===== src/hw/rtl/rpl_pkg.sv =====
package rpl_pkg;

   typedef enum logic [1:0] {
      ACT_REGISTER  = 2'd0,
      ACT_HEARTBEAT = 2'd1,
      ACT_TICK      = 2'd2,
      ACT_PLACE     = 2'd3
   } action_type;

   typedef enum logic [1:0] {
      STAT_OK          = 2'd0,
      STAT_FULL        = 2'd1,
      STAT_NO_LIVE     = 2'd2,
      STAT_NONE_FAILED = 2'd3
   } status_type;

   typedef enum logic [2:0] {
      S_IDLE,
      S_DIV,
      S_WALK,
      S_TICK_RD,
      S_TICK_WR,
      S_TICK_DONE,
      S_TICK_EMIT
   } state_type;

   // register index as decoded from the csr address
   localparam logic REG_REPL_FACTOR = 1'b0;
   localparam logic REG_DEAD_LIMIT  = 1'b1;

   // node ids and ranks travel in 4-bit and 3-bit fields
   localparam int MAX_NODES    = 16;
   localparam int MAX_REPLICAS = 8;

   localparam int RESULT_CAP      = 16;
   localparam int KEY_W           = 32;
   localparam logic [3:0] RF_RST  = 4'd1;
   localparam logic [7:0] DL_RST  = 8'd10;
   localparam logic [7:0] AGE_MAX = 8'hff;

endpackage


===== src/hw/rtl/rpl_divmod.sv =====
module rpl_divmod #(
   parameter int DW = 32,
   parameter int VW = 5
) (
   input  logic          clock,
   input  logic          reset,
   input  logic          start,
   input  logic [DW-1:0] dividend,
   input  logic [VW-1:0] divisor,
   output logic          done,
   output logic [VW-1:0] remainder
);

   localparam int NW = $clog2(DW + 1);

   logic          busy_ff;
   logic          done_ff;
   logic [NW-1:0] cnt_ff;
   logic [DW-1:0] quo_ff;
   logic [VW-1:0] rem_ff;

   logic [VW:0] trial;
   logic [VW:0] diff;
   logic        ge;

   // restoring remainder, one dividend bit a cycle
   assign trial = {rem_ff, quo_ff[DW-1]};
   assign ge    = trial >= {1'b0, divisor};
   assign diff  = trial - {1'b0, divisor};

   always_ff @(posedge clock) begin
      if (reset) begin
         busy_ff <= 1'b0;
         done_ff <= 1'b0;
         cnt_ff  <= '0;
      end else begin
         done_ff <= 1'b0;
         if (start) begin
            busy_ff <= 1'b1;
            cnt_ff  <= NW'(DW);
         end else if (busy_ff) begin
            cnt_ff <= cnt_ff - NW'(1);
            if (cnt_ff == NW'(1)) begin
               busy_ff <= 1'b0;
               done_ff <= 1'b1;
            end
         end
      end
   end

   always_ff @(posedge clock) begin
      if (start) begin
         quo_ff <= dividend;
         rem_ff <= '0;
      end else if (busy_ff) begin
         quo_ff <= quo_ff << 1;
         rem_ff <= ge ? diff[VW-1:0] : trial[VW-1:0];
      end
   end

   assign done      = done_ff;
   assign remainder = rem_ff;

endmodule


===== src/hw/rtl/replica_placement_with_liveness_unit.sv =====
// Keeps a table of MAX_NODES storage nodes (alive bits in flops, heartbeat ages in a
// synchronous memory) and serves four actions arriving on req: register, heartbeat,
// tick and place; results leave on rsp, one beat per result, rsp_tlast on the last
// beat of an action. Register and heartbeat answer from the idle state with a single
// beat. Tick walks the age memory, reading then writing back the age of each live node
// and passing over each other entry, then checks for failures; with failures it walks
// again from id 0 up to the last failed node, one entry a cycle while rsp is not
// stalled, each failed node giving one beat. Place runs a bit-serial remainder of
// key_hash by the live count, then walks the alive bits from id 0, wrapping, one entry
// a cycle while rsp is not stalled, emitting one beat per replica. One action is in
// flight at a time; a new one is taken once the last beat of the previous one has left
// the output register or leaves it in that cycle. No clearing pass is needed after reset.
module replica_placement_with_liveness_unit
   import rpl_pkg::*;
(
   input  logic        clock,
   input  logic        reset,
   // config port
   input  logic        csr_psel,
   input  logic        csr_penable,
   input  logic        csr_pwrite,
   input  logic [2:0]  csr_paddr,
   input  logic [31:0] csr_pwdata,
   output logic [31:0] csr_prdata,
   output logic        csr_pready,
   // request stream
   input  logic        req_tvalid,
   output logic        req_tready,
   input  logic [39:0] req_tdata,  // node_id[3:0], key_hash[35:4], zero pad
   input  logic [1:0]  req_tuser,  // action[1:0]
   // response stream
   output logic        rsp_tvalid,
   input  logic        rsp_tready,
   output logic [15:0] rsp_tdata,  // result_node[3:0], replica_rank[6:4], live_count[11:7]
   output logic [1:0]  rsp_tuser,  // status[1:0]
   output logic        rsp_tlast
);

   localparam int IW = (MAX_NODES > 1) ? $clog2(MAX_NODES) : 1;
   localparam int CW = $clog2(MAX_NODES + 1);
   localparam int RW = $clog2(MAX_REPLICAS + 1);

   state_type state_ff, state_in;

   logic [IW-1:0]        ptr_ff, ptr_in;
   logic [CW-1:0]        skip_ff, skip_in;
   logic [RW-1:0]        rank_ff, rank_in;
   logic [RW-1:0]        want_ff, want_in;
   logic [3:0]           emit_cnt_ff, emit_cnt_in;
   logic [MAX_NODES-1:0] alive_ff, alive_in;
   logic [MAX_NODES-1:0] failed_ff, failed_in;
   logic [CW-1:0]        live_cnt_ff, live_cnt_in;
   logic [CW-1:0]        next_free_ff, next_free_in;
   logic [3:0]           rf_ff;
   logic [7:0]           dl_ff;

   logic       rsp_valid_ff, rsp_valid_in;
   status_type rsp_status_ff, rsp_status_in;
   logic [3:0] rsp_node_ff, rsp_node_in;
   logic [2:0] rsp_rank_ff, rsp_rank_in;
   logic [4:0] rsp_live_ff, rsp_live_in;
   logic       rsp_last_ff, rsp_last_in;

   // age memory
   logic [7:0]    age_mem [MAX_NODES];
   logic          mem_we;
   logic [IW-1:0] mem_waddr;
   logic [7:0]    mem_wdata;
   logic [IW-1:0] mem_raddr;
   logic [7:0]    mem_q_ff;

   logic          div_start;
   logic          div_done;
   logic [CW-1:0] div_rem;

   logic          csr_wr;
   logic          out_free;
   logic          req_fire;
   action_type    req_action;
   logic [3:0]    req_node;
   logic [KEY_W-1:0] req_key;

   logic [IW-1:0]        hb_idx;
   logic                 hb_in_range;
   logic [CW-1:0]        live_p1;
   logic [6:0]           want_calc;
   logic [7:0]           age_next;
   logic                 ptr_last;
   logic [IW-1:0]        ptr_wrap;
   logic [MAX_NODES-1:0] above_mask;
   logic                 more_failed;

   assign csr_pready = 1'b1;
   assign csr_wr     = csr_psel & csr_penable & csr_pwrite & csr_pready;
   assign csr_prdata = (csr_paddr[2] == REG_DEAD_LIMIT) ? {24'd0, dl_ff} : {28'd0, rf_ff};

   always_ff @(posedge clock) begin
      if (reset) begin
         rf_ff <= RF_RST;
         dl_ff <= DL_RST;
      end else if (csr_wr) begin
         if (csr_paddr[2] == REG_DEAD_LIMIT) begin
            dl_ff <= csr_pwdata[7:0];
         end else begin
            rf_ff <= csr_pwdata[3:0];
         end
      end
   end

   assign out_free   = !rsp_valid_ff || rsp_tready;
   assign req_tready = (state_ff == S_IDLE) && out_free;
   assign req_fire   = req_tvalid && req_tready;
   assign req_action = action_type'(req_tuser);
   assign req_node   = req_tdata[3:0];
   assign req_key    = req_tdata[35:4];

   assign hb_idx      = IW'(req_node);
   assign hb_in_range = {3'd0, req_node} < 7'(MAX_NODES);
   assign live_p1     = live_cnt_ff + CW'(1);
   assign age_next    = (mem_q_ff == AGE_MAX) ? AGE_MAX : mem_q_ff + 8'd1;
   assign ptr_last    = ptr_ff == IW'(MAX_NODES - 1);
   assign ptr_wrap    = ptr_last ? '0 : ptr_ff + IW'(1);

   always_comb begin
      for (int i = 0; i < MAX_NODES; i++) begin
         above_mask[i] = IW'(i) > ptr_ff;
      end
   end
   assign more_failed = |(failed_ff & above_mask);

   // replica count: factor (zero as one), capped by live nodes, replicas and beats
   always_comb begin
      want_calc = (rf_ff == 4'd0) ? 7'd1 : {3'd0, rf_ff};
      if (7'(live_cnt_ff) < want_calc) want_calc = 7'(live_cnt_ff);
      if (7'(MAX_REPLICAS) < want_calc) want_calc = 7'(MAX_REPLICAS);
      if (7'(RESULT_CAP) < want_calc) want_calc = 7'(RESULT_CAP);
   end

   always_comb begin
      state_in     = state_ff;
      ptr_in       = ptr_ff;
      skip_in      = skip_ff;
      rank_in      = rank_ff;
      want_in      = want_ff;
      emit_cnt_in  = emit_cnt_ff;
      alive_in     = alive_ff;
      failed_in    = failed_ff;
      live_cnt_in  = live_cnt_ff;
      next_free_in = next_free_ff;

      rsp_valid_in  = rsp_valid_ff && !rsp_tready;
      rsp_status_in = rsp_status_ff;
      rsp_node_in   = rsp_node_ff;
      rsp_rank_in   = rsp_rank_ff;
      rsp_live_in   = rsp_live_ff;
      rsp_last_in   = rsp_last_ff;

      mem_we    = 1'b0;
      mem_waddr = ptr_ff;
      mem_wdata = 8'd0;
      mem_raddr = ptr_ff;
      div_start = 1'b0;

      unique case (state_ff)
         S_IDLE: begin
            if (req_fire) begin
               rsp_valid_in  = 1'b1;
               rsp_status_in = STAT_OK;
               rsp_node_in   = 4'd0;
               rsp_rank_in   = 3'd0;
               rsp_live_in   = 5'(live_cnt_ff);
               rsp_last_in   = 1'b1;
               unique case (req_action)
                  ACT_REGISTER: begin
                     if (next_free_ff >= CW'(MAX_NODES)) begin
                        rsp_status_in = STAT_FULL;
                     end else begin
                        mem_we      = 1'b1;
                        mem_waddr   = IW'(next_free_ff);
                        mem_wdata   = 8'd0;
                        alive_in[IW'(next_free_ff)] = 1'b1;
                        next_free_in = next_free_ff + CW'(1);
                        live_cnt_in  = live_p1;
                        rsp_node_in  = 4'(next_free_ff);
                        rsp_live_in  = 5'(live_p1);
                     end
                  end
                  ACT_HEARTBEAT: begin
                     rsp_node_in = req_node;
                     if (hb_in_range && alive_ff[hb_idx]) begin
                        mem_we    = 1'b1;
                        mem_waddr = hb_idx;
                        mem_wdata = 8'd0;
                     end
                  end
                  ACT_TICK: begin
                     rsp_valid_in = rsp_valid_ff && !rsp_tready;
                     failed_in    = '0;
                     ptr_in       = '0;
                     state_in     = S_TICK_RD;
                  end
                  ACT_PLACE: begin
                     if (live_cnt_ff == '0) begin
                        rsp_status_in = STAT_NO_LIVE;
                     end else begin
                        rsp_valid_in = rsp_valid_ff && !rsp_tready;
                        div_start    = 1'b1;
                        want_in      = RW'(want_calc);
                        state_in     = S_DIV;
                     end
                  end
               endcase
            end
         end

         S_DIV: begin
            if (div_done) begin
               skip_in  = div_rem;
               ptr_in   = '0;
               rank_in  = '0;
               state_in = S_WALK;
            end
         end

         // skip remainder-many live nodes, then one beat per live node, wrapping
         S_WALK: begin
            if (!alive_ff[ptr_ff]) begin
               ptr_in = ptr_wrap;
            end else if (skip_ff != '0) begin
               skip_in = skip_ff - CW'(1);
               ptr_in  = ptr_wrap;
            end else if (out_free) begin
               rsp_valid_in  = 1'b1;
               rsp_status_in = STAT_OK;
               rsp_node_in   = 4'(ptr_ff);
               rsp_rank_in   = 3'(rank_ff);
               rsp_live_in   = 5'(live_cnt_ff);
               rsp_last_in   = RW'(rank_ff + RW'(1)) == want_ff;
               rank_in       = rank_ff + RW'(1);
               ptr_in        = ptr_wrap;
               if (RW'(rank_ff + RW'(1)) == want_ff) begin
                  state_in = S_IDLE;
               end
            end
         end

         S_TICK_RD: begin
            if (alive_ff[ptr_ff]) begin
               state_in = S_TICK_WR;
            end else if (ptr_last) begin
               state_in = S_TICK_DONE;
            end else begin
               ptr_in = ptr_wrap;
            end
         end

         S_TICK_WR: begin
            mem_we    = 1'b1;
            mem_waddr = ptr_ff;
            mem_wdata = age_next;
            if (age_next > dl_ff) begin
               alive_in[ptr_ff]  = 1'b0;
               failed_in[ptr_ff] = 1'b1;
               live_cnt_in       = live_cnt_ff - CW'(1);
            end
            ptr_in   = ptr_wrap;
            state_in = ptr_last ? S_TICK_DONE : S_TICK_RD;
         end

         S_TICK_DONE: begin
            if (failed_ff == '0) begin
               if (out_free) begin
                  rsp_valid_in  = 1'b1;
                  rsp_status_in = STAT_NONE_FAILED;
                  rsp_node_in   = 4'd0;
                  rsp_rank_in   = 3'd0;
                  rsp_live_in   = 5'(live_cnt_ff);
                  rsp_last_in   = 1'b1;
                  state_in      = S_IDLE;
               end
            end else begin
               ptr_in      = '0;
               emit_cnt_in = 4'd0;
               state_in    = S_TICK_EMIT;
            end
         end

         // failed nodes in ascending id, at most sixteen beats
         S_TICK_EMIT: begin
            if (!failed_ff[ptr_ff]) begin
               ptr_in = ptr_wrap;
            end else if (out_free) begin
               rsp_valid_in  = 1'b1;
               rsp_status_in = STAT_OK;
               rsp_node_in   = 4'(ptr_ff);
               rsp_rank_in   = 3'd0;
               rsp_live_in   = 5'(live_cnt_ff);
               rsp_last_in   = !more_failed || (emit_cnt_ff == 4'(RESULT_CAP - 1));
               emit_cnt_in   = emit_cnt_ff + 4'd1;
               ptr_in        = ptr_wrap;
               if (!more_failed || (emit_cnt_ff == 4'(RESULT_CAP - 1))) begin
                  state_in = S_IDLE;
               end
            end
         end

         default: begin
            state_in = S_IDLE;
         end
      endcase
   end

   always_ff @(posedge clock) begin
      if (reset) begin
         state_ff     <= S_IDLE;
         alive_ff     <= '0;
         failed_ff    <= '0;
         live_cnt_ff  <= '0;
         next_free_ff <= '0;
         rsp_valid_ff <= 1'b0;
         ptr_ff       <= '0;
         skip_ff      <= '0;
         rank_ff      <= '0;
         want_ff      <= '0;
         emit_cnt_ff  <= '0;
      end else begin
         state_ff     <= state_in;
         alive_ff     <= alive_in;
         failed_ff    <= failed_in;
         live_cnt_ff  <= live_cnt_in;
         next_free_ff <= next_free_in;
         rsp_valid_ff <= rsp_valid_in;
         ptr_ff       <= ptr_in;
         skip_ff      <= skip_in;
         rank_ff      <= rank_in;
         want_ff      <= want_in;
         emit_cnt_ff  <= emit_cnt_in;
      end
   end

   always_ff @(posedge clock) begin
      rsp_status_ff <= rsp_status_in;
      rsp_node_ff   <= rsp_node_in;
      rsp_rank_ff   <= rsp_rank_in;
      rsp_live_ff   <= rsp_live_in;
      rsp_last_ff   <= rsp_last_in;
   end

   // ages are only read for live nodes, and a node goes live with its age written
   always_ff @(posedge clock) begin
      if (mem_we) begin
         age_mem[mem_waddr] <= mem_wdata;
      end
      mem_q_ff <= age_mem[mem_raddr];
   end

   rpl_divmod #(
      .DW (KEY_W),
      .VW (CW)
   ) u_divmod (
      .clock     (clock),
      .reset     (reset),
      .start     (div_start),
      .dividend  (req_key),
      .divisor   (live_cnt_ff),
      .done      (div_done),
      .remainder (div_rem)
   );

   assign rsp_tvalid = rsp_valid_ff;
   assign rsp_tdata  = {4'd0, rsp_live_ff, rsp_rank_ff, rsp_node_ff};
   assign rsp_tuser  = rsp_status_ff;
   assign rsp_tlast  = rsp_last_ff;

   a_live_count_matches: assert property (@(posedge clock) disable iff (reset)
      live_cnt_ff == CW'($countones(alive_ff)))
      else $error("live count out of step with alive bits");

   a_live_below_issued: assert property (@(posedge clock) disable iff (reset)
      live_cnt_ff <= next_free_ff)
      else $error("more live nodes than ids handed out");

   a_walk_has_live: assert property (@(posedge clock) disable iff (reset)
      (state_ff == S_DIV || state_ff == S_WALK) |-> live_cnt_ff != '0)
      else $error("placement running with no live node");

   a_failed_not_alive: assert property (@(posedge clock) disable iff (reset)
      (state_ff == S_TICK_EMIT && failed_ff[ptr_ff]) |-> !alive_ff[ptr_ff])
      else $error("failed node still marked alive");

endmodule


===== config.mk =====
export PLATFORM = sky130hd
export DESIGN_NAME = replica_placement_with_liveness_unit
export DESIGN_NICKNAME = d
export VERILOG_FILES = /design/src/hw/rtl/rpl_pkg.sv /design/src/hw/rtl/rpl_divmod.sv /design/src/hw/rtl/replica_placement_with_liveness_unit.sv
export SDC_FILE = /design/constraint.sdc
export NUM_CORES = 1
export LEC_CHECK = 0
export BUFFER_PORTS_ARGS = -buffer_cell sky130_fd_sc_hd__buf_2
export CAP_MARGIN = 20
export CORE_MARGIN = 5
export CORE_UTILIZATION = 35
export DETAILED_ROUTE_END_ITERATION = 10
export SYNTH_ARGS = -nofsm -noshare
export SYNTH_HDL_FRONTEND = slang
export SYNTH_SLANG_ARGS = --single-unit

===== constraint.sdc =====
create_clock -name clock -period 5.3 [get_ports clock]
set_clock_uncertainty 0.15 [all_clocks]
set_input_delay 1.06 -clock clock [delete_from_list [all_inputs] [get_ports clock]]
set_output_delay 1.06 -clock clock [all_outputs]
set_load 0.02 [all_outputs]

# Word level (Yosys, flattened, before mapping)
# Memories as Yosys holds them, arrays and structs flattened. A register that Yosys moved wholly into a read port is not among the register bits.
# Cells that the tools add are included.
# op_classes
add_sub_neg,10
n_lt_le_gt_ge,27
n_eq_ne,37
n_mux,149
bitwise_logic,11
n_reduce_logical,41
# op_table
op,count
4-bit 2-to-1 mux,30
16-bit 2-to-1 mux,7
5-bit 2-to-1 mux,15
3-bit 2-to-1 mux,22
32-bit 2-to-1 mux,2
16-bit one-hot mux with 2 select lines,2
1-bit 2-to-1 mux,34
16-bit bitwise AND,2
"4-bit greater-than comparator, first input constant",8
"2-bit inequality test, second input constant",16
16-bit OR,2
4-bit one-hot mux with 2 select lines,4
4-bit one-hot mux with 7 select lines,1
8-bit 2-to-1 mux,3
3-bit one-hot mux with 7 select lines,1
7-bit AND reduction,3
5-bit one-hot mux with 2 select lines,2
5-bit one-hot mux with 4 select lines,1
4-bit AND reduction,5
"3-bit by 4-bit greater-than comparator with 1-bit output, first input constant",4
16-bit logical NOT,1
2-bit 2-to-1 mux,8
16-bit inverter,1
4-bit one-hot mux with 4 select lines,1
other kinds (59),100
# totals
regBits,139
ramBits,128
inputBits,84
out_inout_bits,54
wordCells,300
n_memories,1
# mem_list
name,words,word_bits,read_ports,rd_clocked_by_memory_dff,write_ports,line_no,text
age_mem,16,8,1,1,1,replica_placement_with_liveness_unit.sv:65,logic [7:0] age_mem [MAX_NODES];

# Logic depth before layout (Yosys ltp)
# depth
ltp_word,9
depth_mapped,14
ltp_nobuf,13

# Cells and area by module
# A second synthesis with hierarchy kept.
# unflattened
cells_unflattened,1211
hier_area_um2,13534.2
# modules_own_cells
module,n_inst,cells_per_inst,area_per_inst_um2,seq_area_each_um2
replica_placement_with_liveness_unit,1,1052,11419.7,6035.8
rpl_divmod,1,159,2114.5,1221.2

# Worst setup path after synthesis
# No wires, ideal clock.
# synth_path
path_type,input -> register
from,input req_tdata[0]
to,"memory age_mem[3][0], enable pin"
setup_time_ps,370
arrival_time_ps,3235
t_required_ps,4780
setup_slack_ps,1545
stages,7
path_buffers,1
path_cell_list,buf_2 mux4_2 mux2_2 mux2i_4 a311oi_1 or3b_1 nor2_1
# synth_via
elab_chain_len,8
elab_cells_between_ends,12
classes_between,12 x mux
# synth_rtl
item,line_no,text
start: declaration,replica_placement_with_liveness_unit.sv:29,"input logic [39:0] req_tdata,"
1-bit binary-select mux with 4-bit select,replica_placement_with_liveness_unit.sv:190,if (hb_in_range && alive_ff[hb_idx]) begin
1-bit 2-to-1 mux (not written as such),replica_placement_with_liveness_unit.sv:190,
1-bit 2-to-1 mux,replica_placement_with_liveness_unit.sv:190,
1-bit one-hot mux with 2 select lines,replica_placement_with_liveness_unit.sv:173,unique case (req_action)
1-bit 2-to-1 mux,replica_placement_with_liveness_unit.sv:166,if (req_fire) begin
1-bit one-hot mux with 2 select lines,replica_placement_with_liveness_unit.sv:164,unique case (state_ff)
1-bit 2-to-1 mux,replica_placement_with_liveness_unit.sv:351,if (mem_we) begin
1-bit 2-to-1 mux (not written as such),replica_placement_with_liveness_unit.sv:352,age_mem[mem_waddr] <= mem_wdata;
end: declaration,replica_placement_with_liveness_unit.sv:65,
# Several ways; a longest one is shown, not always the timed one. The select of a mux whose other input is x is not followed.

# Final worst setup path
# layout_path
from,input req_tuser[0]
to,"memory age_mem[2][3], enable pin"
# layout_via
elab_chain_len,6
elab_cells_between_ends,10
classes_between,1 x eq/ne; 8 x mux; 1 x reduce/logical
# layout_rtl
item,line_no,text
start: declaration,replica_placement_with_liveness_unit.sv:30,"input logic [1:0] req_tuser,"
2-bit by 1-bit == test with 1-bit output / 2-bit logical NOT (equally long branches),replica_placement_with_liveness_unit.sv:173,
1-bit one-hot mux with 2 select lines,replica_placement_with_liveness_unit.sv:173,
1-bit 2-to-1 mux,replica_placement_with_liveness_unit.sv:166,
1-bit one-hot mux with 2 select lines,replica_placement_with_liveness_unit.sv:164,
1-bit 2-to-1 mux,replica_placement_with_liveness_unit.sv:351,
1-bit 2-to-1 mux (not written as such),replica_placement_with_liveness_unit.sv:352,
# Several ways; a longest one is shown, not always the timed one.

==> out/results.ini <==
[critical_path]
critPathArrivalTime_ns=4.13
reg2reg_slack_ns=1.33
reg2regPathDepth=15
worstReg2RegEnd=failed_ff[15]
crit_type=in2reg
critPathCaptureType=flop
crit_fanout=15
startpoint_type=primary input
slowest_delay_ns=0.67
worstPathRequired_ns=5.34
cp_slowest_cell=nor2_1
cp_cell_sequence=buf_2 > inv_1 > ha_1 > nor2b_1 > buf_4 > and4_1 > buf_4 > nand2_1 > a31oi_1 > a211o_1 > nand2_1 > nor2_1
r2r-start=mem_q_ff[0]

[drt]
ant_nets=0
wirelength_um=34300
routed_via_density=5.34
drtIter0Drc=654
first_pass_iters=5
vias=9735
wl_per_cell_um=18.8
route.detailed.drc=0

[die]
fp.coreArea_mm2=0.0386
start_util=0.353
fp.dieW_um=207
fp.dieH_um=207
rows=72
io_pins=138
die-area_mm2=0.0429

[sta]
layout_min_cycle_time_ns=4.09
tns_ns=0
slew_viol_final=0
fin_hold_ws_ns=0.326
finalSetupViolCount=0
hold_viol=0
relSlewSlack=0.364
rsz0062_at_grt=no
max_slew.worst_pin.slew_ns=0.955
period_share=0.772
fmax_ghz=0.244

[power_and_ir_drop]
peakVddDrop_uv=243
p_leak_nw=5.56
power.density_mw_per_mm2=340

[min_path]
min_path_type=reg2reg
hp-start=skip_ff[1]
hold-path-cell-count=2
whs_endpoint=skip_ff[1]

[cells_and_area]
finalNetCount=1404
multiInputGateArea_mm2=0.00579
nFillCells=3723
layout.area.seq_mm2=0.00726
syn_to_final_growth_pct=13.1
drive_above_1_share=0.164
finalInstanceArea_mm2=0.0154
postLayoutCoreUtil=0.399

[cts]
cts_resized=0
clk_latency_ns=0.56
cts_sinks=275
path_clk_slew_ns=0.06
cts_max_level=1
cts_hold_buffers=0
clock_path_buffers=3
tritoncts=done
cts_buffers=29
post-cts-setup-buffers=0
root_buffer=clkbuf_16

[yosys]
yosysTopAreaCellShare=0.386
synth_common_cells=edfxtp_1, nand2_1, dfxtp_1
ys_types=79
synth_area_leader_cell=edfxtp_1
synth_most_common_cell=edfxtp_1
synth_flop_cell=edfxtp_1
ys_seq_area_frac=0.533
synth_edf_count=175
syn_avg_cell_area_um2=11.1
ys_ff_latch=275
netlist_top_cells_area=edfxtp_1, dfxtp_1, mux4_2
synthArstFlopShare=0
syn_area_mm2=0.0136
synth_cells=1224
synth_warnings=0

[grt]
first_global_vias=9322
overflow=0
antenna_found_initial=1
grt_max_degree=53
grt_first_pass_wirelength_um=53600
grt_usage=0.152

[placement]
dp_hpwl_um=24000
gp_congestion=0.932
portBuffers=78
placed_area_mm2=0.0144

[flow_run]
cap_viol_max_count=0

[run_status]
status=finished clean

==> per-stage QoR <==
step	instances	total power, mW	setup slack (ns)
3_5_place_dp	1769	3.17	0.744
2_1_floorplan	1251	2.98	1.54
3_3_place_gp	1768	3.16	0.779
6_report	1822	5.24	1.21
4_1_cts	1821	5.28	1.35
5_1_grt	1822	5.46	0.902
==> power breakdown <==
group          internal [mW]  switching (mW)  total [mW]
registers               2.35          0.0610        2.42
logic                  0.262           0.455       0.717
clock network           1.25           0.855        2.11
==> worst max-delay path by stage <==
| stage | to | slack (ns) | from |
|---|---|---|---|
| 3_5_place_dp | age_mem[2][3] | 0.74 | req_tuser[0] |
| 2_1_floorplan | age_mem[3][0] | 1.54 | req_tdata[0] |
| 6_report | age_mem[2][3] | 1.21 | req_tuser[0] |
| 3_3_place_gp | age_mem[1][3] | 0.78 | req_tuser[0] |
| 5_1_grt | failed_ff[14] | 0.90 | mem_q_ff[0] |
| 4_1_cts | age_mem[2][3] | 1.35 | req_tuser[0] |
==> cell usage in the layout (no fill, tap or decap), types with 28 or more instances in the layout <==
master,netlist,final
nand2_1,174,174
dfxtp_1,100,98
buf_2,10,78
a21oi_1,71,71
a31oi_1,30,30
inv_1,39,39
mux2i_1,28,28
nor2b_1,28,28
nor2_1,84,84
ha_1,37,37
o21ai_0,47,47
clkbuf_16,0,29
conb_1,2,29
mux4_2,47,47
edfxtp_1,175,175
nand3_1,30,30
==> kinds of logic after synthesis <==
family	count (synthesis)	synth area share
AO/OA/AOI/OAI	243	0.115
XOR/XNOR	28	0.0180
buffers and inverters	138	0.0486
multiplexers	81	0.105
AND/OR/NAND/NOR	419	0.144
adder cells (fa/ha/maj)	38	0.0355
flip-flops	275	0.533
other	2	0.000552
==> area by class of cell <==
cell class / count / area share
Antenna cell: 1 / 0.000163
Clock buffer: 35 / 0.0512
Clock inverter: 17 / 0.0135
Inverter: 40 / 0.00975
Multi-Input combinational cell: 838 / 0.376
Sequential cell: 275 / 0.472
Tap cell: 518 / 0.0421
Timing Repair Buffer: 98 / 0.0354
==> per-layer routing <==
metal | part of all wire | GRT usage | up-vias
met5 | 0 | 0 | -
met4 | 0.019 | 0.0328 | 0
met3 | 0.057 | 0.0221 | 59
met2 | 0.49 | 0.257 | 315
met1 | 0.44 | 0.210 | 4773
li1 | - | - | 4588
==> state kept, by name, summed over array words and instances (netlist names), 6 cells and up <==
| signal | flops |
|---|---|
| alive_ff | 16 |
| u_divmod.quo_ff | 32 |
| mem_q_ff | 8 |
| failed_ff | 16 |
| dl_ff | 8 |
| age_mem | 128 |
| u_divmod.cnt_ff | 6 |
==> worst max-delay path, delay by kind of cell <==
| family | cells | cell delay, ns |
|---|---|---|
| simple gates | 5 | 1.58 |
| buf+inv | 4 | 0.67 |
| fa+ha+maj | 1 | 0.42 |
| compound gates | 2 | 0.40 |
No activity file was read; power rests on OpenSTA's default activity.
